File: src/mtidr_pkg.sv
// ----------------------------------------------------------------------------
// mtidr_pkg: shared types and constants for the match table
// Request and status codes, controller states, and the command and status
// bundles that pass between the controller and the datapath.
// ----------------------------------------------------------------------------
package mtidr_pkg;

    localparam int KEY_W       = 31;
    localparam int POS_W       = 3;
    localparam int MAX_RESULTS = 8;
    localparam int CNT_W       = 4;
    localparam int S_TDATA_W   = 64;
    localparam int M_TDATA_W   = 40;

    typedef enum logic [1:0] {
        REQ_INSERT  = 2'd0,
        REQ_DELETE  = 2'd1,
        REQ_REPLACE = 2'd2,
        REQ_QUERY   = 2'd3
    } req_t;

    typedef enum logic [1:0] {
        ST_OK       = 2'd0,
        ST_FULL     = 2'd1,
        ST_NOTFOUND = 2'd2,
        ST_INVALID  = 2'd3
    } status_t;

    typedef enum logic [1:0] {
        S_IDLE,
        S_READ,
        S_CHECK,
        S_FINISH
    } state_t;

    typedef enum logic [1:0] {
        EMIT_NONE,
        EMIT_INSERT,
        EMIT_MID,
        EMIT_FINAL
    } emit_t;

    typedef struct packed {
        logic  load_req;
        logic  rd_en;
        logic  idx_inc;
        logic  apply;
        logic  capture;
        logic  insert_write;
        emit_t emit;
    } dp_cmd_t;

    typedef struct packed {
        logic invalid;
        logic is_insert;
        logic slot_free;
        logic key_hit;
        logic pend_valid;
        logic cnt_full;
        logic idx_last;
        logic out_free;
    } dp_status_t;

endpackage

File: src/mtidr_ram.sv
// ----------------------------------------------------------------------------
// mtidr_ram: generic single-port RAM
// One address per cycle, with a write, a read or both, and a registered read port.
// ----------------------------------------------------------------------------
module mtidr_ram #(
    parameter int WIDTH = 31,
    parameter int DEPTH = 8
) (
    input  logic                     aclk,
    input  logic                     we,
    input  logic                     re,
    input  logic [$clog2(DEPTH)-1:0] addr,
    input  logic [WIDTH-1:0]         wdata,
    output logic [WIDTH-1:0]         rdata
);

    logic [WIDTH-1:0] mem [DEPTH];
    logic [WIDTH-1:0] rdata_reg;

    always_ff @(posedge aclk) begin
        if (we) begin
            mem[addr] <= wdata;
        end
        if (re) begin
            rdata_reg <= mem[addr];
        end
    end

    assign rdata = rdata_reg;

endmodule

File: src/mtidr_ctrl.sv
// ----------------------------------------------------------------------------
// mtidr_ctrl: request sequencer
// Takes a request, walks the slots one at a time and decides when a result
// goes out, stalling the walk while a due result finds the output register occupied.
// ----------------------------------------------------------------------------
module mtidr_ctrl (
    input  logic                  aclk,
    input  logic                  aresetn,
    input  logic                  s_tvalid,
    output logic                  s_tready,
    input  mtidr_pkg::dp_status_t sts,
    output mtidr_pkg::dp_cmd_t    cmd
);

    mtidr_pkg::state_t state_reg, state_next;

    logic report;
    logic check_stall;
    logic insert_done;

    // A match that will be reported pushes out the previous pending one.
    always_comb begin
        report      = sts.key_hit && !sts.cnt_full;
        insert_done = sts.is_insert && sts.slot_free && sts.out_free;
        check_stall = sts.is_insert
                    ? (sts.slot_free && !sts.out_free)
                    : (report && sts.pend_valid && !sts.out_free);
    end

    always_comb begin
        state_next = state_reg;
        unique case (state_reg)
            mtidr_pkg::S_IDLE: begin
                if (s_tvalid) begin
                    state_next = mtidr_pkg::S_READ;
                end
            end
            mtidr_pkg::S_READ: begin
                state_next = sts.invalid ? mtidr_pkg::S_FINISH : mtidr_pkg::S_CHECK;
            end
            mtidr_pkg::S_CHECK: begin
                if (insert_done) begin
                    state_next = mtidr_pkg::S_IDLE;
                end else if (!check_stall) begin
                    state_next = sts.idx_last ? mtidr_pkg::S_FINISH : mtidr_pkg::S_READ;
                end
            end
            mtidr_pkg::S_FINISH: begin
                if (sts.out_free) begin
                    state_next = mtidr_pkg::S_IDLE;
                end
            end
            default: state_next = mtidr_pkg::S_IDLE;
        endcase
    end

    always_comb begin
        cmd      = '0;
        cmd.emit = mtidr_pkg::EMIT_NONE;
        s_tready = 1'b0;
        unique case (state_reg)
            mtidr_pkg::S_IDLE: begin
                s_tready     = 1'b1;
                cmd.load_req = s_tvalid;
            end
            mtidr_pkg::S_READ: begin
                cmd.rd_en = !sts.invalid;
            end
            mtidr_pkg::S_CHECK: begin
                if (insert_done) begin
                    cmd.insert_write = 1'b1;
                    cmd.emit         = mtidr_pkg::EMIT_INSERT;
                end else if (!check_stall) begin
                    cmd.idx_inc = !sts.idx_last;
                    if (!sts.is_insert && sts.key_hit) begin
                        cmd.apply   = 1'b1;
                        cmd.capture = report;
                        if (report && sts.pend_valid) begin
                            cmd.emit = mtidr_pkg::EMIT_MID;
                        end
                    end
                end
            end
            mtidr_pkg::S_FINISH: begin
                if (sts.out_free) begin
                    cmd.emit = mtidr_pkg::EMIT_FINAL;
                end
            end
            default: ;
        endcase
    end

    always_ff @(posedge aclk) begin
        if (!aresetn) begin
            state_reg <= mtidr_pkg::S_IDLE;
        end else begin
            state_reg <= state_next;
        end
    end

endmodule

File: src/mtidr_dp.sv
// ----------------------------------------------------------------------------
// mtidr_dp: match table datapath
// Slot RAM with per-slot occupied bits, slot index, request registers, the
// pending-match register that resolves the last flag, and the output register.
// ----------------------------------------------------------------------------
module mtidr_dp #(
    parameter int TABLE_DEPTH = 8
) (
    input  logic                                  aclk,
    input  logic                                  aresetn,
    input  logic [mtidr_pkg::S_TDATA_W-1:0]       s_tdata,
    input  logic [1:0]                            s_tuser,
    output logic                                  m_tvalid,
    input  logic                                  m_tready,
    output logic [mtidr_pkg::M_TDATA_W-1:0]       m_tdata,
    output logic [1:0]                            m_tuser,
    output logic                                  m_tlast,
    input  mtidr_pkg::dp_cmd_t                    cmd,
    output mtidr_pkg::dp_status_t                 sts
);

    localparam int IDX_W = $clog2(TABLE_DEPTH);
    localparam int KW    = mtidr_pkg::KEY_W;
    localparam int PW    = mtidr_pkg::POS_W;

    mtidr_pkg::req_t                req_reg;
    logic [KW-1:0]                  key_reg;
    logic [KW-1:0]                  nv_reg;
    logic [IDX_W-1:0]               idx_reg;
    logic [TABLE_DEPTH-1:0]         occ_reg, occ_next;
    logic                           pend_valid_reg;
    logic [IDX_W-1:0]               pend_idx_reg;
    logic [KW-1:0]                  pend_value_reg;
    logic [mtidr_pkg::CNT_W-1:0]    cnt_reg;

    logic                           out_valid_reg;
    mtidr_pkg::status_t             out_status_reg, out_status_next;
    logic [PW-1:0]                  out_pos_reg, out_pos_next;
    logic [KW-1:0]                  out_value_reg, out_value_next;
    logic                           out_last_reg, out_last_next;

    logic [KW-1:0]                  rdata;
    logic                           ram_we;
    logic [KW-1:0]                  ram_wdata;
    logic [KW-1:0]                  hit_value;
    logic                           out_free;
    logic                           invalid;
    logic [IDX_W+PW-1:0]            idx_ext;
    logic [IDX_W+PW-1:0]            pend_ext;

    assign idx_ext  = {{PW{1'b0}}, idx_reg};
    assign pend_ext = {{PW{1'b0}}, pend_idx_reg};

    assign invalid  = (key_reg == '0) ||
                      (req_reg == mtidr_pkg::REQ_REPLACE && nv_reg == '0);
    assign out_free = !out_valid_reg || m_tready;

    always_comb begin
        case (req_reg)
            mtidr_pkg::REQ_DELETE:  hit_value = '0;
            mtidr_pkg::REQ_REPLACE: hit_value = nv_reg;
            default:                hit_value = rdata;
        endcase
    end

    // Deletion only drops the occupied bit; the stale RAM word is masked.
    assign ram_we    = cmd.insert_write || (cmd.apply && req_reg == mtidr_pkg::REQ_REPLACE);
    assign ram_wdata = cmd.insert_write ? key_reg : nv_reg;

    mtidr_ram #(
        .WIDTH (KW),
        .DEPTH (TABLE_DEPTH)
    ) u_slots (
        .aclk  (aclk),
        .we    (ram_we),
        .re    (cmd.rd_en),
        .addr  (idx_reg),
        .wdata (ram_wdata),
        .rdata (rdata)
    );

    always_comb begin
        sts.invalid    = invalid;
        sts.is_insert  = (req_reg == mtidr_pkg::REQ_INSERT);
        sts.slot_free  = !occ_reg[idx_reg];
        sts.key_hit    = occ_reg[idx_reg] && (rdata == key_reg);
        sts.pend_valid = pend_valid_reg;
        sts.cnt_full   = (cnt_reg == mtidr_pkg::CNT_W'(mtidr_pkg::MAX_RESULTS));
        sts.idx_last   = (idx_reg == IDX_W'(TABLE_DEPTH - 1));
        sts.out_free   = out_free;
    end

    always_comb begin
        occ_next = occ_reg;
        if (cmd.insert_write) begin
            occ_next[idx_reg] = 1'b1;
        end else if (cmd.apply && req_reg == mtidr_pkg::REQ_DELETE) begin
            occ_next[idx_reg] = 1'b0;
        end
    end

    always_comb begin
        out_status_next = out_status_reg;
        out_pos_next    = out_pos_reg;
        out_value_next  = out_value_reg;
        out_last_next   = out_last_reg;
        case (cmd.emit)
            mtidr_pkg::EMIT_INSERT: begin
                out_status_next = mtidr_pkg::ST_OK;
                out_pos_next    = idx_ext[PW-1:0];
                out_value_next  = key_reg;
                out_last_next   = 1'b1;
            end
            mtidr_pkg::EMIT_MID: begin
                out_status_next = mtidr_pkg::ST_OK;
                out_pos_next    = pend_ext[PW-1:0];
                out_value_next  = pend_value_reg;
                out_last_next   = 1'b0;
            end
            mtidr_pkg::EMIT_FINAL: begin
                out_pos_next   = '0;
                out_value_next = '0;
                out_last_next  = 1'b1;
                if (invalid) begin
                    out_status_next = mtidr_pkg::ST_INVALID;
                end else if (req_reg == mtidr_pkg::REQ_INSERT) begin
                    out_status_next = mtidr_pkg::ST_FULL;
                end else if (pend_valid_reg) begin
                    out_status_next = mtidr_pkg::ST_OK;
                    out_pos_next    = pend_ext[PW-1:0];
                    out_value_next  = pend_value_reg;
                end else begin
                    out_status_next = mtidr_pkg::ST_NOTFOUND;
                end
            end
            default: ;
        endcase
    end

    always_ff @(posedge aclk) begin
        if (!aresetn) begin
            occ_reg        <= '0;
            idx_reg        <= '0;
            pend_valid_reg <= 1'b0;
            cnt_reg        <= '0;
            out_valid_reg  <= 1'b0;
        end else begin
            occ_reg <= occ_next;
            if (cmd.load_req) begin
                idx_reg        <= '0;
                pend_valid_reg <= 1'b0;
                cnt_reg        <= '0;
            end else begin
                if (cmd.idx_inc) begin
                    idx_reg <= idx_reg + 1'b1;
                end
                if (cmd.capture) begin
                    pend_valid_reg <= 1'b1;
                    cnt_reg        <= cnt_reg + 1'b1;
                end
            end
            if (cmd.emit != mtidr_pkg::EMIT_NONE) begin
                out_valid_reg <= 1'b1;
            end else if (m_tready) begin
                out_valid_reg <= 1'b0;
            end
        end
    end

    always_ff @(posedge aclk) begin
        if (cmd.load_req) begin
            req_reg <= mtidr_pkg::req_t'(s_tuser);
            key_reg <= s_tdata[KW-1:0];
            nv_reg  <= s_tdata[2*KW-1:KW];
        end
        if (cmd.capture) begin
            pend_idx_reg   <= idx_reg;
            pend_value_reg <= hit_value;
        end
        out_status_reg <= out_status_next;
        out_pos_reg    <= out_pos_next;
        out_value_reg  <= out_value_next;
        out_last_reg   <= out_last_next;
    end

    assign m_tvalid = out_valid_reg;
    assign m_tuser  = out_status_reg;
    assign m_tlast  = out_last_reg;
    assign m_tdata  = {{(mtidr_pkg::M_TDATA_W - KW - PW){1'b0}}, out_value_reg, out_pos_reg};

    a_cnt_bound: assert property (@(posedge aclk) disable iff (!aresetn)
        cnt_reg <= mtidr_pkg::CNT_W'(mtidr_pkg::MAX_RESULTS))
        else $error("reported match count exceeds the result limit");

    a_error_last: assert property (@(posedge aclk) disable iff (!aresetn)
        out_valid_reg && out_status_reg != mtidr_pkg::ST_OK |-> out_last_reg)
        else $error("error result not marked as last");

    a_mid_needs_pend: assert property (@(posedge aclk) disable iff (!aresetn)
        cmd.emit == mtidr_pkg::EMIT_MID |-> pend_valid_reg && out_free)
        else $error("intermediate result emitted without a pending match");

    a_insert_sets_occ: assert property (@(posedge aclk) disable iff (!aresetn)
        cmd.insert_write |=> occ_reg[$past(idx_reg)])
        else $error("inserted slot not marked occupied");

endmodule

File: src/match_table_insert_delete_replace.sv
// ----------------------------------------------------------------------------
// match_table_insert_delete_replace: small match table
// Insert, delete-all, replace-all and query over a table of positive values.
// ----------------------------------------------------------------------------
// A request on the slave stream (kind in s_tuser, key and new value in
// s_tdata) is taken only while the block is idle. The slots live in a
// single-port RAM and are visited one at a time (read, then compare and
// write); an insert stops at the first free slot and a rejected request
// skips the walk, which is held while the master side stalls the output.
// Delete, replace and
// query return one result per matching slot in ascending order (at most
// eight, the eighth carrying tlast) or one not-found result; insert returns
// one result. A finished result waits in the output register while the next
// request is accepted. Reset empties the table at once.
module match_table_insert_delete_replace #(
    parameter int TABLE_DEPTH = 8
) (
    input  logic                            aclk,
    input  logic                            aresetn,
    input  logic                            s_tvalid,
    output logic                            s_tready,
    input  logic [mtidr_pkg::S_TDATA_W-1:0] s_tdata,  // key [30:0], new_value [61:31]
    input  logic [1:0]                      s_tuser,  // req_type [1:0]
    output logic                            m_tvalid,
    input  logic                            m_tready,
    output logic [mtidr_pkg::M_TDATA_W-1:0] m_tdata,  // position [2:0], value [33:3]
    output logic [1:0]                      m_tuser,  // status [1:0]
    output logic                            m_tlast
);

    mtidr_pkg::dp_cmd_t    cmd;
    mtidr_pkg::dp_status_t sts;

    mtidr_ctrl u_ctrl (
        .aclk     (aclk),
        .aresetn  (aresetn),
        .s_tvalid (s_tvalid),
        .s_tready (s_tready),
        .sts      (sts),
        .cmd      (cmd)
    );

    mtidr_dp #(
        .TABLE_DEPTH (TABLE_DEPTH)
    ) u_dp (
        .aclk     (aclk),
        .aresetn  (aresetn),
        .s_tdata  (s_tdata),
        .s_tuser  (s_tuser),
        .m_tvalid (m_tvalid),
        .m_tready (m_tready),
        .m_tdata  (m_tdata),
        .m_tuser  (m_tuser),
        .m_tlast  (m_tlast),
        .cmd      (cmd),
        .sts      (sts)
    );

endmodule
File: config.mk
export PLATFORM = sky130hd
export DESIGN_NAME = match_table_insert_delete_replace
export DESIGN_NICKNAME = d
export VERILOG_FILES = /design/src/mtidr_pkg.sv /design/src/mtidr_ram.sv /design/src/mtidr_ctrl.sv /design/src/mtidr_dp.sv /design/src/match_table_insert_delete_replace.sv
export SDC_FILE = /design/constraint.sdc
export NUM_CORES = 1
export LEC_CHECK = 0
export ABC_AREA = 1
export BUFFER_PORTS_ARGS = -buffer_cell sky130_fd_sc_hd__buf_2
export CORE_MARGIN = 1
export CORE_UTILIZATION = 25
export DETAILED_ROUTE_END_ITERATION = 8
export GPL_TIMING_DRIVEN = 1
export PLACE_DENSITY = 0.39
export SLEW_MARGIN = 40
export SYNTH_ARGS = -nofsm -noshare
export SYNTH_HDL_FRONTEND = slang
export SYNTH_HIERARCHICAL = 1
export SYNTH_SLANG_ARGS = --single-unit
File: constraint.sdc
create_clock -name aclk -period 7.11 [get_ports aclk]
set_input_delay 0.3555 -clock aclk [delete_from_list [all_inputs] [get_ports aclk]]
set_output_delay 0.3555 -clock aclk [all_outputs]
set_load 0.02 [all_outputs]
======== After elaboration in Yosys (flattened, before gate mapping) ========
Memories as Yosys holds them, arrays and structs flattened. A register that Yosys moved wholly into a read port is not among the register bits.
Index checks and enable logic that the tools add are counted.
cells by class
  add/subtract/negate cells ............... 2
  order comparisons ....................... 2
  equality and inequality tests ........... 14
  muxes and demuxes ....................... 47
  bitwise logic cells ..................... 4
  reductions and logical operators ........ 36
operator list
  operator                                                         number
  31-bit 2-to-1 mux                                                4
  31-bit one-hot mux with 3 select lines                           1
  31-bit zero test                                                 2
  31-bit one-hot mux with 2 select lines                           1
  31-bit == test                                                   1
  2-bit 2-to-1 mux                                                 14
  8-bit 2-to-1 mux                                                 2
  3-bit 2-to-1 mux                                                 5
  1-bit logical AND                                                12
  1-bit 2-to-1 mux                                                 12
  2-bit == test, second input constant                             5
  2-bit nonzero test                                               5
  3-bit one-hot mux with 3 select lines                            1
  8-bit bitwise AND                                                1
  8-bit inverter                                                   1
  8-bit OR                                                         1
  2-bit one-hot mux with 2 select lines                            2
  2-bit one-hot mux with 4 select lines                            1
  1-bit zero test                                                  7
  2-bit by 1-bit == test with 1-bit output, second input constant  3
  2-bit OR reduction                                               3
  4-bit by 1-bit adder with 4-bit output, second input constant    1
  4-bit == test, second input constant                             1
  2-bit zero test                                                  2
  15 further kinds                                                 17
word-level totals
  register bits after elaboration ......... 154
  bits in writable memories ............... 248
  memories ................................ 1
memory list
  memory            depth  bits a word  rd ports  clocked after memory_dff  wr ports  line             RTL
  u_dp.u_slots.mem  8      31           1         1                         1         mtidr_ram.sv:17  logic [WIDTH-1:0] mem [DEPTH];

======== Longest topological paths before layout ========
  depth in word-level cells ............... 14
  mapped depth ............................ 19
  depth with buffers taken out ............ 18

======== Cells and area by module ========
The synthesis kept the hierarchy.
by module, submodules not included
  module      instances  cells each  area an instance (sq um)
  mtidr_ram   1          1051        11456.0
  mtidr_dp    1          796         7728.7
  mtidr_ctrl  1          44          231.5

======== Worst setup path before layout ========
Ideal clock, no wire load.
  path type ............................... flip-flop to flip-flop
  start ................................... register u_ctrl.state_reg[0]
  end ..................................... register u_dp/cnt_reg[3] (netlist name)
  setup time .............................. 0.115 ns
  data arrival time ....................... 5.689 ns
  data required time ...................... 6.995 ns
  slack ................................... 1.306 ns
  stages on the path, launching flop included .. 6
  period minus slack after synthesis ...... 5.804 ns
  cells stage by stage .................... dfxtp_1 -> nor3_1 -> or2_2 -> clkbuf_1 -> a21oi_1 -> o21a_1
RTL lines
  item                      line              RTL
  start: declaration        mtidr_ctrl.sv:15  mtidr_pkg::state_t state_reg, state_next;
  start signal: assignment  mtidr_ctrl.sv:95  state_reg <= mtidr_pkg::S_IDLE;
  start signal: assignment  mtidr_ctrl.sv:97  state_reg <= state_next;
  end signal: assignment    mtidr_dp.sv:159   cnt_reg <= cnt_reg + 1'b1;
  end: declaration          mtidr_dp.sv:34    logic [mtidr_pkg::CNT_W-1:0] cnt_reg;

==> impl_results.md <==
- Run status: finished clean
- Maxcap violations: 0
- Synth-to-Final Area Change: 21.3%
- Setup Skew: ~0.016 ns
- Placeable Area: 76500 µm²
- TritonCTS clock tree: done
- Antenna violations before repair: 1
- CP startpoint kind: register
- Setup slack, reg-to-reg: about 2.9 ns
- Synth warn: 6
- R2R cell count: 19
- Crit. End Element: register
- Vias in the first global route: 12570
- Hold crit path type: in2reg
- Fillers: 7791
- Final HPWL DP: around 35000 µm
- First-pass DRT Iterations: 5
- Post-synth EDFFs: about 410
- First-pass GRT wire length: 81600 µm
- Largest Register: u_dp/u_slots/mem
- Drt wl/cell: 17.3 µm
- Slowest CP cell: dfxtp_1
- Max stage delay on crit path: around 0.87 ns
- Top-area cell type share of the netlist area: 0.640
- Initial Util: 0.254
- Sequential area share after synthesis: 0.660
- Top_reg_cell synth: edfxtp_1
- Layout cells sized above 1: 0.146
- Final Critical Period: around 4.2 ns
- Slew Viols, Final: 0
- Pwr dens: 266 nW/µm²
- Crit path kind: reg2reg
- Achievable Freq: around 240 MHz
- Tcrit/Tclk final: 0.595
- Yosys reg bits: 433
- Final setup viols: 0
- Hold path depth: 3
- Resized cells post-CTS: 0
- Largest net degree at the start of global routing: slightly above 70
- Tot GR Track Use: 0.140
- Yosys top cell by area: edfxtp_1
- Drt total wl: 54300 µm
- Post-Syn Area per Cell: 10.3 µm²
- Measured slew at the worst slew-check pin: about 0.85 ns
- Sum Neg Setup Slack: 0 ns
- Post-Syn Instances: 1891
- 1st-iter DRT viols: 820
- Area of the multi-input gates: between 5000 and 6000 µm²
- Die area: 78800 µm²
- Count leader, synth: nand2_1
- Max reg flops: about 250
- RD Place Congestion: 0.770
- Root Buffer: clkbuf_16
- Final Core Density: 0.308
- Worst path cell trace: inv_1, nand3_1, inv_1, nand2_1, nand2_1, nor2_1, nand4_1, inv_1, nor2_1, inv_1, nor2_1, nand2_1, o211ai_1, nor2_1, a21o_1, nand2_1, nor2_4, buf_8, buf_4
- Reg-to-Reg Start: u_dp/idx_reg[2]$_SDFFE_PP0P_
- Routed vias: 12869
- R2r endpoint: u_dp/u_slots/mem[2][6]$_DFFE_PP_
- VDD IR max: about 0.00016 V
- P_leak: around 9.4 nW
- Synth top cells by count: nand2_1 (712), edfxtp_1 (414), inv_1 (245)
- Hold Path End: u_ctrl/state_reg[0]$_SDFFE_PN0P_
- Post-synth cell types: 38
- Clock Tree Buf Depth: 3
- Cell Rows: approximately 100
- Port bufs: 106
- Reg clk slew, reported paths: 0.06 ns
- Pre-CTS setup slack: 2.86 ns
- IO Pins: 115
- Top cells by area, synth: edfxtp_1 (64%), nand2_1 (14%), inv_1 (4.7%), nand3_2 (3.0%), nand3_1 (2.2%)
- ANT nets after route: 0
- Area occupied by registers: 12800 µm²
- H-tree depth: 2
- RSZ-0062 raised after global routing: false
- Mapped cell area: between 15000 and 20000 µm²
- Via density: between 4 and 5
- Worst Path Required: 7.38 ns
- Hold Slack: ~0.046 ns
- Relative slew slack: 0.434
- CTS Sinks: 433
- Remaining DRCs: 0
- Final hold vios: 0
- Die Y: 281 µm
- Asr flop ratio synth: 0
- Die Wd: 281 µm
- Worst-path fanout max: 15
- Arrival @ worst endpoint: 4.49 ns
- Worst hold start: aresetn
- PnR worst setup slack: 2.88 ns
- Overflow after GRT: 0
- Final nets: 2143
- Worst-skew pair later-pin latency: 0.59 ns
- TritonCTS Buffers: 51
worst max-delay path, delay by kind of cell (launching register included):
family	cells	cell delay (ns)
flip-flops	1	0.87
AND/OR/NAND/NOR	11	1.69
AO/OA/AOI/OAI	2	0.35
buffers and inverters	6	1.00
routing by layer:
metal,GRT usage,vias to the layer above,part of all wire
li1,-,6461,-
met1,0.187,6049,0.46
met2,0.231,290,0.47
met3,0.0246,69,0.050
met4,0.0397,0,0.024
met5,0,-,0
final cells by class:
class,instances,share of cell area
Sequential cell,433,0.544
Clock inverter,30,0.0122
Timing Repair Buffer,206,0.0670
Inverter,254,0.0408
Antenna cell,1,0.000106
Multi-Input combinational cell,1120,0.222
Clock buffer,64,0.0585
Tap cell,1030,0.0547
cell usage in the layout, fill, tap and decap left out, drive strengths merged, types with 7 or more instances in the layout:
cell type	synthesis	routed
nand3	143	143
inv	253	253
ha	7	7
dfxtp	19	19
clkbuf	30	64
xnor2	26	26
a21oi	17	17
edfxtp	414	414
nor3	8	8
o22ai	31	31
nor2	111	111
buf	59	142
o21ai	40	40
nand2	712	712
clkinv	1	23
dlygate4sd3	0	64
logic make-up after synthesis:
kind of cell               after synthesis  synth area share
adders and majority gates                7           0.00451
xor gates and xnor gates                29            0.0131
buffers and inverters                  343            0.0766
other                                    1          0.000193
AOI/OAI and AO/OA                       95            0.0276
DFF                                    433             0.660
and+or+nand+nor                        983             0.218
power breakdown:
part	total [mW]	leakage (nW)	switching (mW)	internal [mW]
clock network	2.60	0.810	1.03	1.58
registers	3.05	3.93	0.0917	2.96
logic	0.612	4.63	0.425	0.187
what timing repair did:
action	in CTS	in global routing
hold endpoints to repair	64	0
hold buffers	64	0
buffers inserted	0	0
worst max-delay path by stage:
| stage | start | end | depth (start not counted) |
|---|---|---|---|
| CTS | u_dp/idx_reg[2]$_SDFFE_PP0P_ | u_dp/u_slots/mem[2][6]$_DFFE_PP_ | 19 |
| detailed placement | u_dp/idx_reg[2]$_SDFFE_PP0P_ | u_dp/u_slots/mem[2][15]$_DFFE_PP_ | 19 |
| global route | u_dp/idx_reg[2]$_SDFFE_PP0P_ | u_dp/u_slots/mem[2][6]$_DFFE_PP_ | 19 |
| finish | u_dp/idx_reg[2]$_SDFFE_PP0P_ | u_dp/u_slots/mem[2][6]$_DFFE_PP_ | 19 |
| global placement | u_dp/idx_reg[0]$_SDFFE_PP0P_ | u_dp/u_slots/mem[7][23]$_DFFE_PP_ | 18 |
| floorplan | u_ctrl/state_reg[0]$_SDFFE_PN0P_ | u_dp/cnt_reg[3]$_SDFFE_PP0P_ | 5 |
through the flow:
| step | power, mW | area [µm²] | instances |
|---|---|---|---|
| after floorplan | 3.44 | 19400 | 1896 |
| final | 6.27 | 23500 | 3138 |
| after global placement | 3.69 | 21000 | 2968 |
| after detailed placement | 3.70 | 21200 | 2979 |
| after global routing | 6.54 | 23500 | 3137 |
| after CTS | 6.38 | 23500 | 3137 |
Power figures use the tool's default switching activity.
